<file path="config.mk">
export PLATFORM = sky130hd
export DESIGN_NAME = fxa_div_cell
export DESIGN_NICKNAME = d
export VERILOG_FILES = /design/src/rtl/core/fixed_point_q24_8_alu_unit_defines.svh /design/src/rtl/core/fxa_pkg.sv /design/src/rtl/core/fxa_div_cell.sv
export SDC_FILE = /design/constraint.sdc
export NUM_CORES = 1
export LEC_CHECK = 0
export BUFFER_PORTS_ARGS = -buffer_cell sky130_fd_sc_hd__buf_4
export CORE_UTILIZATION = 45
export CTS_BUF_LIST = sky130_fd_sc_hd__clkbuf_16
export DETAILED_ROUTE_END_ITERATION = 6
export GPL_TIMING_DRIVEN = 0
export PLACE_DENSITY = 0.76
export SLEW_MARGIN = 20
export SYNTH_ARGS = -nofsm -noshare
export SYNTH_HDL_FRONTEND = slang
export SYNTH_SLANG_ARGS = --single-unit
export TNS_END_PERCENT = 30
</file>
<file path="constraint.sdc">
create_clock -name clk -period 3.39 [get_ports clk]
set_input_delay 0.339 -clock clk [delete_from_list [all_inputs] [get_ports clk]]
set_output_delay 0.339 -clock clk [all_outputs]
set_load 0.005 [all_outputs]
</file>
<file path="src/rtl/core/fixed_point_q24_8_alu_unit_defines.svh">
// Assertion macros used by the fixed-point ALU top level.
`ifndef FIXED_POINT_Q24_8_ALU_UNIT_DEFINES_SVH
`define FIXED_POINT_Q24_8_ALU_UNIT_DEFINES_SVH

// Check that a condition holds at every edge outside reset.
`define FXA_ASSERT_ALWAYS(lbl, cond) \
  lbl: assert property (@(posedge clk) disable iff (rst) (cond)) \
    else $error("fixed-point ALU check failed");

// Check that a condition implies another one at the same edge.
`define FXA_ASSERT_IMPLY(lbl, ante, cons) \
  lbl: assert property (@(posedge clk) disable iff (rst) (ante) |-> (cons)) \
    else $error("fixed-point ALU check failed");

`endif

</file>
<file path="src/rtl/core/fxa_pkg.sv">
// Shared types and constants of the fixed-point ALU.
package fxa_pkg;

  localparam int DATA_W = 32;

  typedef enum logic [3:0] {
    OP_ADD      = 4'd0,
    OP_SUB      = 4'd1,
    OP_MUL      = 4'd2,
    OP_DIV      = 4'd3,
    OP_MIN      = 4'd4,
    OP_MAX      = 4'd5,
    OP_INC      = 4'd6,
    OP_DEC      = 4'd7,
    OP_FROM_INT = 4'd8,
    OP_TO_INT   = 4'd9
  } op_t;

  // Sideband that travels beside the divider data.
  typedef struct packed {
    logic [3:0]        op;
    logic [DATA_W-1:0] res;
    logic              lt;
    logic              eq;
    logic              gt;
    logic              dz;
    logic              neg;
  } side_t;

endpackage

</file>
<file path="src/rtl/core/fxa_div_cell.sv">
// One restoring-division cell: produces one quotient bit per word.
module fxa_div_cell #(
  parameter int W = 32
) (
  input  logic            clk,
  input  logic            rst,
  input  logic            en,
  input  logic            in_valid,
  input  fxa_pkg::side_t  in_side,
  input  logic [W-1:0]    in_rem,
  input  logic [W-1:0]    in_dq,
  input  logic [W-1:0]    in_den,
  output logic            out_valid,
  output fxa_pkg::side_t  out_side,
  output logic [W-1:0]    out_rem,
  output logic [W-1:0]    out_dq,
  output logic [W-1:0]    out_den
);

  logic [W:0] trial;
  logic       fits;

  // Trial subtract of the divisor from the shifted remainder.
  assign trial = {in_rem, in_dq[W-1]} - {1'b0, in_den};
  assign fits  = ~trial[W];

  always_ff @(posedge clk) begin
    if (rst) begin
      out_valid <= 1'b0;
    end else if (en) begin
      out_valid <= in_valid;
    end
  end

  // Advance data one cell down the row.
  always_ff @(posedge clk) begin
    if (en) begin
      out_side <= in_side;
      out_den  <= in_den;
      out_rem  <= fits ? trial[W-1:0] : {in_rem[W-2:0], in_dq[W-1]};
      out_dq   <= {in_dq[W-2:0], fits};
    end
  end

endmodule

</file>
==> impl_summary.log, run 1 <==
[metrics] share of post-route cells with drive strength above 1: 0.442
[metrics] initial standard-cell utilization of the core: 0.458
[metrics] synthesized area: 6640 um2
[metrics] # diodes: 0
[metrics] type of the tightest min-delay check: in2reg
[metrics] Clock Tree Root: sky130_fd_sc_hd__clkbuf_16
[metrics] worst setup timing slack at the placement stage: -0.156 ns
[metrics] area of the die: 15200 um2
[metrics] status: completed
[metrics] Avg Inst Size Synth: 13.7 um2
[metrics] die height: between 100 and 150 um
[metrics] most used cells in the layout excluding fill and tap cells: sky130_fd_sc_hd__buf_4 (277), sky130_fd_sc_hd__edfxtp_1 (137), sky130_fd_sc_hd__inv_1 (39)
[metrics] initial antenna violation count: 0
[metrics] average wire length per cell after detail routing: 18.2 um
[metrics] horizontal extent of the die: 123 um
[metrics] total I/O pin count: approximately 280
[metrics] post-synthesis simple-gate area fraction: 0.0777
[metrics] most frequently used flop master after synthesis: sky130_fd_sc_hd__edfxtp_1
[metrics] Max transition margin: 0.652
[metrics] core area: between 10000 and 15000 um2
[metrics] internal cell power: 0.00374 W
[metrics] number of detailed-route iterations in the first pass: 4
[metrics] CP top delay family: compound AO/OA/AOI/OAI gates
[metrics] Worst Setup Slack, final: 0.269 ns
[metrics] Maximum Capacitance Violations: 0
[metrics] final design utilization: 0.661
[metrics] actual transition at the worst max-transition pin: 0.520 ns
[metrics] most repeated library cell on the critical path: sky130_fd_sc_hd__a21oi_1
[metrics] critical-path maximum fanout: 10
[metrics] combinational share of power: 0.205
[metrics] critical path endpoint category: register
[metrics] Clk pwr share: 0.370
[metrics] xor/xnor cell area share of the yosys netlist: 0.0304
[metrics] Crit path required time: 3.55 ns
[metrics] via count of the first global-routing pass: 4919
[metrics] complex-gate fraction of the synthesized area: 0.103
[metrics] Min Clock Period, post-route: between 3 and 4 ns
[metrics] Sw Ratio: 0.252
[metrics] worst skew pair latency: 0.42 ns
[metrics] Setup Buffers After CTS: 0
[metrics] Final GP Congestion: 0.836
[metrics] total half-perimeter wirelength after legalization and detailed placement: 13800 um
[metrics] cell type of the slowest stage on the worst timing path: sky130_fd_sc_hd__nor2_2
[metrics] Post-Syn Instances: roughly 480
[metrics] reg-to-reg startpoint: out_valid
[metrics] via total after detailed routing: 5034
[metrics] critical path startpoint category: input port
[metrics] first-pass GRT wire length: 25700 um
[metrics] floorplan row count: 44
[metrics] DRC viols: 0
[metrics] CP arrival: 3.29 ns
[metrics] Overall Global Routing Usage: 0.230
[metrics] grt total ovfl: 0
[metrics] hold_sp: rst
[metrics] Slew Viols, Final: 0
[metrics] number of resized instances in the post-cts repair step: 0
[metrics] crit share post-route: 0.921
[metrics] main combinational cell family by area after synthesis: compound AO/OA/AOI/OAI gates
[metrics] cell area power density: roughly 520 nW/um2
[metrics] Worst Skew: 0 ns
[metrics] Yosys warning count: 0
[metrics] total leakage power: 4.31 nW
[metrics] number of DRC violations after detailed-routing iteration 0: 280
[metrics] Net Count, Synth: 658
[metrics] mux contribution to synthesized area: 0.0707
[metrics] sequential cell area fraction in the yosys report: 0.623
[metrics] maximum number of pins on one net before global-route repair: 89
[metrics] Adder-Cell Fraction of Synth Area: 0.0634
[metrics] Crit Path Class: in2reg
[metrics] Net count, final: 956
[metrics] Distinct cells, synth: 50
[metrics] register bit total from synthesis: 138
[metrics] maximum number of buffers from clock root to sink: 2
[metrics] hold violation count in the final report: 0
[metrics] commonest non-fill, non-tap cell in the layout: sky130_fd_sc_hd__buf_4
[metrics] worst vdd ir: 0.324 mV
[metrics] total of endpoints with negative setup slack in the final report: 0
[metrics] net switching power of the design: 0.00126 W
[metrics] CTS H-tree depth: 4
[metrics] Routed Antenna Nets: 0
[metrics] count of hold buffers inserted by post-cts repair: 0
[metrics] Reg clk slew, reported paths: roughly 0.060 ns
[metrics] number of buffers and inverters on the critical path: 3
[metrics] Sink Count: 138
[metrics] delay of the slowest cell on the worst path: 0.43 ns
[metrics] relative area change from synthesis to final layout: 44.3%
[metrics] buffers added on ports: 278
[metrics] Final Routed Wirelength: 17800 um
[metrics] setup repair after global routing missed its margin: false
[metrics] total CTS buffers: 17
[metrics] async set or reset register ratio after synthesis: 0
[metrics] clock tree from TritonCTS: built
[metrics] sequential power share: 0.425
[metrics] Max Clk Rate: about 320 MHz
[metrics] number of synthesized flops with an enable pin: between 100 and 150
[metrics] crit-path cells: buf_4, inv_1, ha_1, fa_1, nand2b_1, a21oi_1, o211ai_1, a21oi_1, o31a_2, mux2i_1, nor2_2, buf_6, mux2_4
[metrics] vias per inst: just over 5
[metrics] number of fill cells in the layout: 1082
[metrics] CP startpoint: in_dq[31]
[Yosys cell counts, drive strengths merged (5+ instances only)]
| library cell | number | area share |
|---|---|---|
| a21oi | 39 | 0.030 |
| xnor2 | 13 | 0.017 |
| nand2b | 8 | 0.0075 |
| mux2i | 6 | 0.0091 |
| ha | 32 | 0.060 |
| nor2 | 20 | 0.012 |
| o21ai | 18 | 0.014 |
| o211ai | 6 | 0.0068 |
| clkbuf | 6 | 0.0036 |
| o21bai | 5 | 0.0057 |
| nand3 | 10 | 0.0075 |
| mux2 | 28 | 0.062 |
| nor2b | 5 | 0.0047 |
| nand2 | 27 | 0.015 |
| o21a | 5 | 0.0057 |
| a21o | 18 | 0.020 |
| edfxtp | 137 | 0.62 |
| buf | 5 | 0.0066 |
| nand4 | 6 | 0.0057 |
| xor2 | 10 | 0.013 |
| inv | 38 | 0.021 |
[state kept, by name, summed over array words and instances (netlist names)]
signal,count
out_side,41
out_den,32
out_dq,32
out_rem,32
out_valid,1
[cell families (layout without fill, tap and decap cells)]
family                   count (synthesis)  count (layout)
AO/OA/AOI/OAI                          107             107
XOR/XNOR                                23              23
adder cells (fa/ha/maj)                 33              33
buffers and inverters                   49             360
flip-flops                             138             138
multiplexers                            34              34
AND/OR/NAND/NOR                        100             100
[metrics by stage]
stage               area [um2]  instances  power (W)  TNS [ns]  hold slack (ns)
floorplan                 6640        484    0.00265         0            0.411
global placement          8950        946    0.00316     -3.21            0.485
detailed placement        8980        947    0.00319     -3.57            0.510
CTS                       9580        979    0.00505         0           0.0592
global route              9580        979    0.00520         0           0.0714
finish                    9580        979    0.00500         0           0.0700
[final timing paths]
kind | to | slack, ns | depth (start not counted)
hold / removal | out_valid | 0.07 | 2
hold reg to reg | out_valid | 0.53 | 2
setup reg to reg | out_valid | 2.78 | 2
setup / recovery | out_rem[7] | 0.27 | 13
[cell type report]
cell class	instances	area [um2]	area share
buffer	11	67.6	0.00706
tap	184	230	0.0240
clock buffer	17	425	0.0444
timing repair buffer	279	2120	0.221
inverter	38	143	0.0149
sequential	138	4130	0.432
multi-input combinational	297	2290	0.239
clock inverter	15	168	0.0175
[per-layer routing]
metal  part of all wire  global-route usage  wire length [um]  vias up
li1                   -                   -                 -     2425
met1               0.38               0.253              6840     2401
met2               0.52               0.406              9200      175
met3              0.070              0.0660              1250       33
met4              0.030               0.108               541        0
met5                  0                   0                 0        -
[worst register-to-register path: stages (launching register included)]
cell	delay [ns]
sky130_fd_sc_hd__dfxtp_1	0.32
sky130_fd_sc_hd__mux2i_1	0.14
sky130_fd_sc_hd__nor2_1	0.05
[power by group through the flow]
| stage | Clock (W) | Combinational [W] | Sequential, W |
|---|---|---|---|
| after global routing | 0.00194 | 0.00112 | 0.00214 |
| after detailed placement | 0 | 0.00103 | 0.00216 |
| after floorplan | 0 | 0.000469 | 0.00218 |
| final | 0.00185 | 0.00103 | 0.00213 |
| after global placement | 0 | 0.00100 | 0.00216 |
| after CTS | 0.00189 | 0.00104 | 0.00213 |
Power figures use the tool's default switching activity.
==> inputs of run 2 (changes only) <==
- BUFFER_PORTS_ARGS: -buffer_cell sky130_fd_sc_hd__buf_4 -> default
- CTS_CLUSTER_SIZE: default -> 24
- DONT_BUFFER_PORTS: default -> 1
- PLACE_DENSITY: 0.76 -> default
- clock period: 3.39 -> 2.8 ns (I/O delays scaled with it)
==> impl_summary.log, run 2 (synthesis results as in run 1) <==
[metrics] status: finished with violations
[metrics] violated checks: hold timing
[metrics] worst setup timing slack at the placement stage: -0.623 ns
[metrics] core area: 14500 um2
[metrics] number of buffers and inverters on the critical path: 2
[metrics] Routed Antenna Nets: 0
[metrics] count of hold buffers inserted by post-cts repair: 106
[metrics] horizontal extent of the die: 123 um
[metrics] Clock Tree Root: sky130_fd_sc_hd__clkbuf_16
[metrics] Crit Path Class: in2reg
[metrics] via count of the first global-routing pass: 4169
[metrics] CP startpoint: in_dq[31]
[metrics] # diodes: 0
[metrics] total leakage power: roughly 3.4 nW
[metrics] via total after detailed routing: between 4k and 5k
[metrics] area of the die: 15200 um2
[metrics] total half-perimeter wirelength after legalization and detailed placement: approximately 11000 um
[metrics] total CTS buffers: 17
[metrics] setup repair after global routing missed its margin: false
[metrics] crit share post-route: 0.958
[metrics] floorplan row count: 44
[metrics] critical-path maximum fanout: 10
[metrics] relative area change from synthesis to final layout: 29.2%
[metrics] number of DRC violations after detailed-routing iteration 0: 320
[metrics] type of the tightest min-delay check: in2reg
[metrics] initial standard-cell utilization of the core: 0.458
[metrics] Final GP Congestion: 0.754
[metrics] Sink Count: 138
[metrics] Crit path required time: 2.97 ns
[metrics] worst setup path end: out_rem[9]
[metrics] cell type of the slowest stage on the worst timing path: sky130_fd_sc_hd__fa_1
[metrics] Worst Skew: 0 ns
[metrics] total of endpoints with negative setup slack in the final report: 0
[metrics] Worst R2R End: out_valid
[metrics] maximum number of buffers from clock root to sink: 2
[metrics] delay of the slowest cell on the worst path: between 0.4 and 0.5 ns
[metrics] number of stages on the worst setup path: 12
[metrics] critical path endpoint category: register
[metrics] count of placed standard cells in the final layout, fillers left out: ~800
[metrics] die height: between 100 and 150 um
[metrics] most used cells in the layout excluding fill and tap cells: sky130_fd_sc_hd__edfxtp_1 (137), sky130_fd_sc_hd__dlygate4sd3_1 (106), sky130_fd_sc_hd__inv_1 (39)
[metrics] CTS H-tree depth: 4
[metrics] hold_sp: en
[metrics] Worst Reg-to-Reg Cells: 3
[metrics] crit-path cells: inv_1, ha_1, fa_1, nand2b_1, a21oi_2, o211ai_1, a21oi_2, o31a_2, mux2i_1, nor2_4, buf_6, mux2_4
[metrics] DP Cell Count: 668
[metrics] commonest non-fill, non-tap cell in the layout: sky130_fd_sc_hd__edfxtp_1
[metrics] Overall Global Routing Usage: 0.211
[metrics] most repeated library cell on the critical path: sky130_fd_sc_hd__a21oi_2
[metrics] Worst Setup Slack, final: approximately 0.12 ns
[metrics] Placed Area: between 6000 and 7000 um2
[metrics] hold violation count in the final report: 7
[metrics] first-pass GRT wire length: 23100 um
[metrics] FF-to-FF setup slack: 1.56 ns
[metrics] Max Clk Rate: between 300 and 400 MHz
[metrics] Net count, final: 785
[metrics] smallest hold slack: -0.0299 ns
[metrics] Reg clk slew, reported paths: 0.06 ns
[metrics] buffers added on ports: 0
[metrics] average wire length per cell after detail routing: 20.5 um
[metrics] Final Routed Wirelength: 16600 um
[metrics] DRC viols: 0
[metrics] worst vdd ir: 0.422 mV
[metrics] total power: 0.00581 W
[metrics] number of detailed-route iterations in the first pass: 4
[metrics] Slew Viols, Final: 0
[metrics] CP arrival: around 2.9 ns
[metrics] worst skew pair latency: about 0.42 ns
[metrics] initial antenna violation count: 0
[metrics] register ranked first by flip-flop count: out_side
[metrics] actual transition at the worst max-transition pin: 0.505 ns
[metrics] total I/O pin count: 279
[metrics] Max transition margin: 0.662
[metrics] vias per inst: 5.40
[metrics] cell area after layout: ~8600 um2
[metrics] maximum number of pins on one net before global-route repair: 139
[metrics] critical path startpoint category: input port
[metrics] number of flip-flops in the largest register: 41
[metrics] cell area power density: 678 nW/um2
[metrics] reg-to-reg startpoint: out_valid
[metrics] share of post-route cells with drive strength above 1: 0.123
[metrics] Maximum Capacitance Violations: 0
[metrics] clock tree from TritonCTS: built
[metrics] CP top delay family: compound AO/OA/AOI/OAI gates
[metrics] grt total ovfl: 0
[metrics] Min Clock Period, post-route: 2.68 ns
==> run 2: changes by cell type in the layout (fill, tap and decap cells not counted), moves of 3 or more <==
cell / change
sky130_fd_sc_hd__dlygate4sd3_1: +106
sky130_fd_sc_hd__buf_4: -275
sky130_fd_sc_hd__a21oi_1: -3
sky130_fd_sc_hd__a21oi_2: +3
==> run 2: repair_timing <==
action / 4_1_cts / 5_1_grt
endpoints found under the hold margin: 242 / 100
pin swaps: 1 / 0
resized for setup: 2 / 2
setup endpoints to repair: 31 / 27
setup buffers: 2 / 0
==> run 2: metrics by stage <==
| stage | setup TNS (ns) | util |
|---|---|---|
| 2_1_floorplan | 0 | - |
| 3_3_place_gp | -18.36 | 0.474 |
| 3_5_place_dp | -18.16 | 0.474 |
| 4_1_cts | 0 | 0.592 |
| 5_1_grt | 0 | 0.592 |
| 6_report | 0 | 0.592 |
==> run 2: metal layers <==
metal	track usage	routed length [um]
met5	0	0
met4	0.0617	195
met2	0.370	8540
met1	0.244	6570
met3	0.0696	1280
==> run 2: final cells by class <==
class / count / area, um2
inverters: 38 / 143
flip-flops and latches: 138 / 4130
multi-input cells: 297 / 2310
repair buffers: 108 / 1080
clock buffers: 17 / 425
clock inverters: 15 / 191
plain buffers: 11 / 67.6
well taps: 184 / 230
fillers: 1140 / 5900
==> run 2: worst min path at each step <==
stage,to,depth (start not counted)
after global placement,out_valid,1
final,out_side[16],0
after global routing,out_side[26],0
after detailed placement,out_valid,1
after CTS,out_side[2],0
after floorplan,out_valid,1
==> run 2: report_power, final <==
group / internal [W] / switching [W] / leakage, nW
Sequential: 0.00252 / 0.000125 / 1.35
Clock: 0.00142 / 0.000919 / 0.296
Combinational: 0.000446 / 0.000380 / 1.78
